$ cat src/sia_pkg.sv
`timescale 1ns / 1ps
// ----------------------------------------------------------------------------
// Sorted insertion array package
// Shared types, codes and constants for the sorted insertion array.
// ----------------------------------------------------------------------------
package sia_pkg;

  localparam int unsigned SIA_DATA_W   = 32;
  localparam int unsigned SIA_CAPACITY = 64;

  localparam logic [1:0] ACT_INSERT = 2'd0;
  localparam logic [1:0] ACT_LOOKUP = 2'd1;
  localparam logic [1:0] ACT_REMOVE = 2'd2;

  localparam logic [1:0] ST_OK        = 2'd0;
  localparam logic [1:0] ST_FULL      = 2'd1;
  localparam logic [1:0] ST_BAD_INDEX = 2'd2;

  typedef struct packed {
    logic [1:0]            action;
    logic [SIA_DATA_W-1:0] value;
    logic [5:0]            index;
  } sia_in_t;

  typedef struct packed {
    logic [SIA_DATA_W-1:0] read_value;
    logic [1:0]            status;
    logic [6:0]            entry_count;
  } sia_out_t;

  typedef struct packed {
    logic                  ins;
    logic                  rem;
    logic [SIA_DATA_W-1:0] value;
  } sia_cmd_t;

  typedef enum logic {
    SIA_IDLE,
    SIA_LOOKUP
  } sia_state_e;

endpackage

$ cat src/sia_cell.sv
`timescale 1ns / 1ps
// ----------------------------------------------------------------------------
// Sorted insertion array cell
// Holds one entry, compares it with an inserted value and shifts with its
// neighbors on insert and remove.
// ----------------------------------------------------------------------------
module sia_cell
  import sia_pkg::*;
#(
  parameter int unsigned IDX   = 0,
  parameter int unsigned IDX_W = 7
) (
  input  logic                  clk_i,
  input  sia_cmd_t              cmd_i,
  input  logic [IDX_W-1:0]      idx_i,
  input  logic [IDX_W-1:0]      cnt_i,
  input  logic                  left_lt_i,
  input  logic [SIA_DATA_W-1:0] left_data_i,
  input  logic [SIA_DATA_W-1:0] right_data_i,
  output logic                  lt_o,
  output logic [SIA_DATA_W-1:0] data_o,
  output logic [SIA_DATA_W-1:0] rd_o
);

  localparam logic [IDX_W-1:0] Pos = IDX_W'(IDX);

  logic                  live;
  logic [SIA_DATA_W-1:0] entry_q;
  logic [SIA_DATA_W-1:0] entry_d;

  assign live   = Pos < cnt_i;
  assign lt_o   = live && (entry_q < cmd_i.value);
  assign data_o = entry_q;
  assign rd_o   = (live && (Pos == idx_i)) ? entry_q : '0;

  always_comb begin
    entry_d = entry_q;
    if (cmd_i.ins) begin
      if (!lt_o) begin
        entry_d = left_lt_i ? cmd_i.value : left_data_i;
      end
    end else if (cmd_i.rem) begin
      if (Pos >= idx_i) begin
        entry_d = right_data_i;
      end
    end
  end

  always_ff @(posedge clk_i) begin
    entry_q <= entry_d;
  end

endmodule

$ cat config.mk
export PLATFORM = sky130hd
export DESIGN_NAME = sia_cell
export DESIGN_NICKNAME = d
export VERILOG_FILES = /design/src/sia_pkg.sv /design/src/sia_cell.sv
export SDC_FILE = /design/constraint.sdc
export NUM_CORES = 1
export LEC_CHECK = 0
export ABC_AREA = 0
export BUFFER_PORTS_ARGS = -buffer_cell sky130_fd_sc_hd__buf_4
export CAP_MARGIN = 20
export CORE_MARGIN = 2
export CORE_UTILIZATION = 47
export CTS_CLUSTER_DIAMETER = 120
export DETAILED_ROUTE_END_ITERATION = 10
export PLACE_DENSITY = 0.95
export SLEW_MARGIN = 10
export SYNTH_ARGS = -nofsm -noshare
export SYNTH_HDL_FRONTEND = slang
export SYNTH_SLANG_ARGS = --single-unit
$ cat constraint.sdc
create_clock -name clk_i -period 11.3 [get_ports clk_i]
set_input_delay 2.825 -clock clk_i [delete_from_list [all_inputs] [get_ports clk_i]]
set_output_delay 2.825 -clock clk_i [all_outputs]
set_load 0.02 [all_outputs]
==> results.ini <==
[run_status]
status=finished clean

[timing]
hold_viol=0
finalSetupTns_ps=0
holdWs_ps=1570
period_share=0.679
clock.fmax_mhz=130
setup_violations=0
setup_slack_ps=3630
tightest_slew_ps=882
drv_slew=0
rsz0062_at_grt=false
period_minus_slack_ps=7670
slew_headroom=0.397
fin_worst_skew_ps=7.64

[place]
globalplace.congestion=0.795
dp_slack_ps=3630
hpwl_um=6710
port_buffers=178

[cells_and_area]
drive_gt1_frac=0.469
mostFrequentLayoutCells=buf_4, a21oi_1, nor2_1, mux2i_1, edfxtp_1
syn2layout_area_growth_pct=53.7
largest_reg_flops=32
final_common_cell=buf_4
diodes=0
fin_nets=611

[power_and_ir_drop]
power_leakage_nw=2.17
ir_drop_mv=0.0683
p_sw_mw=0.110
p_seq_frac=0.424
power.density_mw_per_mm2=84.8
p_sw_frac=0.306
p_clk_frac=0.236
comb_power_share=0.340
intPower_mw=0.250

[clocking]
holdBufCountCts=0
root_buffer=clkbuf_8
cts_tree=yes
postCtsSetupBuffers=0
htree_levels=2
cts_resized=0
insertion_delay_ps=280
cts_sinks=32
path_clk_slew_ps=70
cts_max_path_buffers=2
numCtsBuffers=5

[synth]
synth-seq-area-share=0.348
yosys_warnings=0
syn_area_mm2=0.00276
async_reset_ff_frac=0
synthFlopType=edfxtp_1
postSynthRegisterBits=32
synthDistinctLibCells=31
synth_area_per_cell_um2=9.42
syn_inst=293
synthesis.nets=438
synth_edf_count=32

[global_route]
grt_pass1_wl_um=12700
antenna_found_initial=0
grt_max_degree=67
grt_pass1_vias=2791
track_usage=0.258
grt_overflow_total=0

[critical_path]
cp.required_ps=8480
cp_max_fo=2
cp-start-kind=input port
worst-setup-path-type=in -> out
end_kind=output pin
crit_arrival_ps=4850

[floorplan]
fp.dieH_um=80.6
die_w_um=80.6
die-area_mm2=0.00650
io_pins=179
initial_core_util=0.495
rows=27
core_area_mm2=0.00557

[routing]
drt_pass1_iterations=4
routed_via_density=5.28
drc=0
post_drt_wl_per_cell_um=15.8
drt_iter0_markers=125
dr_total_vias=2847
wl_um=8510
ant_nets=0

[min_path]
hp-class=reg -> reg

[flow_run]
cap_violations=0

metal layers:
layer | global-route usage | wire length (um)
met1 | 0.262 | 3020
met2 | 0.502 | 4540
met3 | 0.0618 | 784
met4 | 0.0966 | 174
met5 | 0 | 0
cell families (layout without fill, tap and decap cells):
group           Yosys count  after routing  share of synthesized area
flops                    32             32                      0.348
fa+ha+maj                31             31                      0.141
simple gates             94             94                      0.207
compound gates           59             59                      0.118
mux                      32             32                      0.116
buf+inv                  45            219                     0.0707
worst paths after layout:
path	from	to	slack (ps)	cells past startpoint
max reg2reg	data_o[30]	data_o[13]	8170	7
min	data_o[31]	data_o[7]	1570	3
max	cmd_i[21]	lt_o	3630	8
min reg2reg	data_o[31]	data_o[7]	1570	3
stage by stage:
stage	utilization	total power [mW]	area, um2	std cells
after floorplan	-	0.213	2760	293
after global placement	0.742	0.269	4130	530
after detailed placement	0.747	0.277	4160	531
after CTS	0.761	0.361	4240	539
after global routing	0.761	0.379	4240	539
final	0.761	0.360	4240	539
cells in the mapped netlist (2+ instances only):
cell type	instances	area share
a21oi_1	45	0.082
a31oi_1	2	0.0045
and2_1	2	0.0045
and2_4	30	0.095
buf_2	3	0.0054
buf_6	3	0.012
clkbuf_1	8	0.011
edfxtp_1	32	0.35
ha_1	31	0.14
inv_1	31	0.042
mux2i_1	32	0.12
nand2_1	8	0.011
nand2b_1	2	0.0045
nand3_1	4	0.0073
nand4_1	4	0.0091
nor2_1	35	0.048
nor3_1	2	0.0036
nor4_1	2	0.0045
o21ai_0	5	0.0091
power groups by stage:
stage	clock (mW)	sequential, mW	combinational, mW
5_1_grt	0.0914	0.153	0.134
3_3_place_gp	0	0.154	0.115
6_report	0.0850	0.152	0.122
3_5_place_dp	0	0.154	0.122
2_1_floorplan	0	0.165	0.0482
4_1_cts	0.0857	0.152	0.123
worst max-delay path: stages:
cell	delay [ps]
buf_4	90
inv_1	40
ha_1	310
a21oi_1	140
o21ai_0	150
a2111oi_0	840
and3_1	290
buf_4	150
cell type report:
| cell class | count | area, um2 |
|---|---|---|
| repair buffers | 180 | 1370 |
| multi-input cells | 216 | 1620 |
| flip-flops and latches | 32 | 961 |
| fillers | 386 | 1330 |
| well taps | 72 | 90.1 |
| clock inverters | 1 | 3.75 |
| clock buffers | 7 | 76.3 |
| inverters | 31 | 116 |
Note: power is estimated with default switching activity, not from simulation.
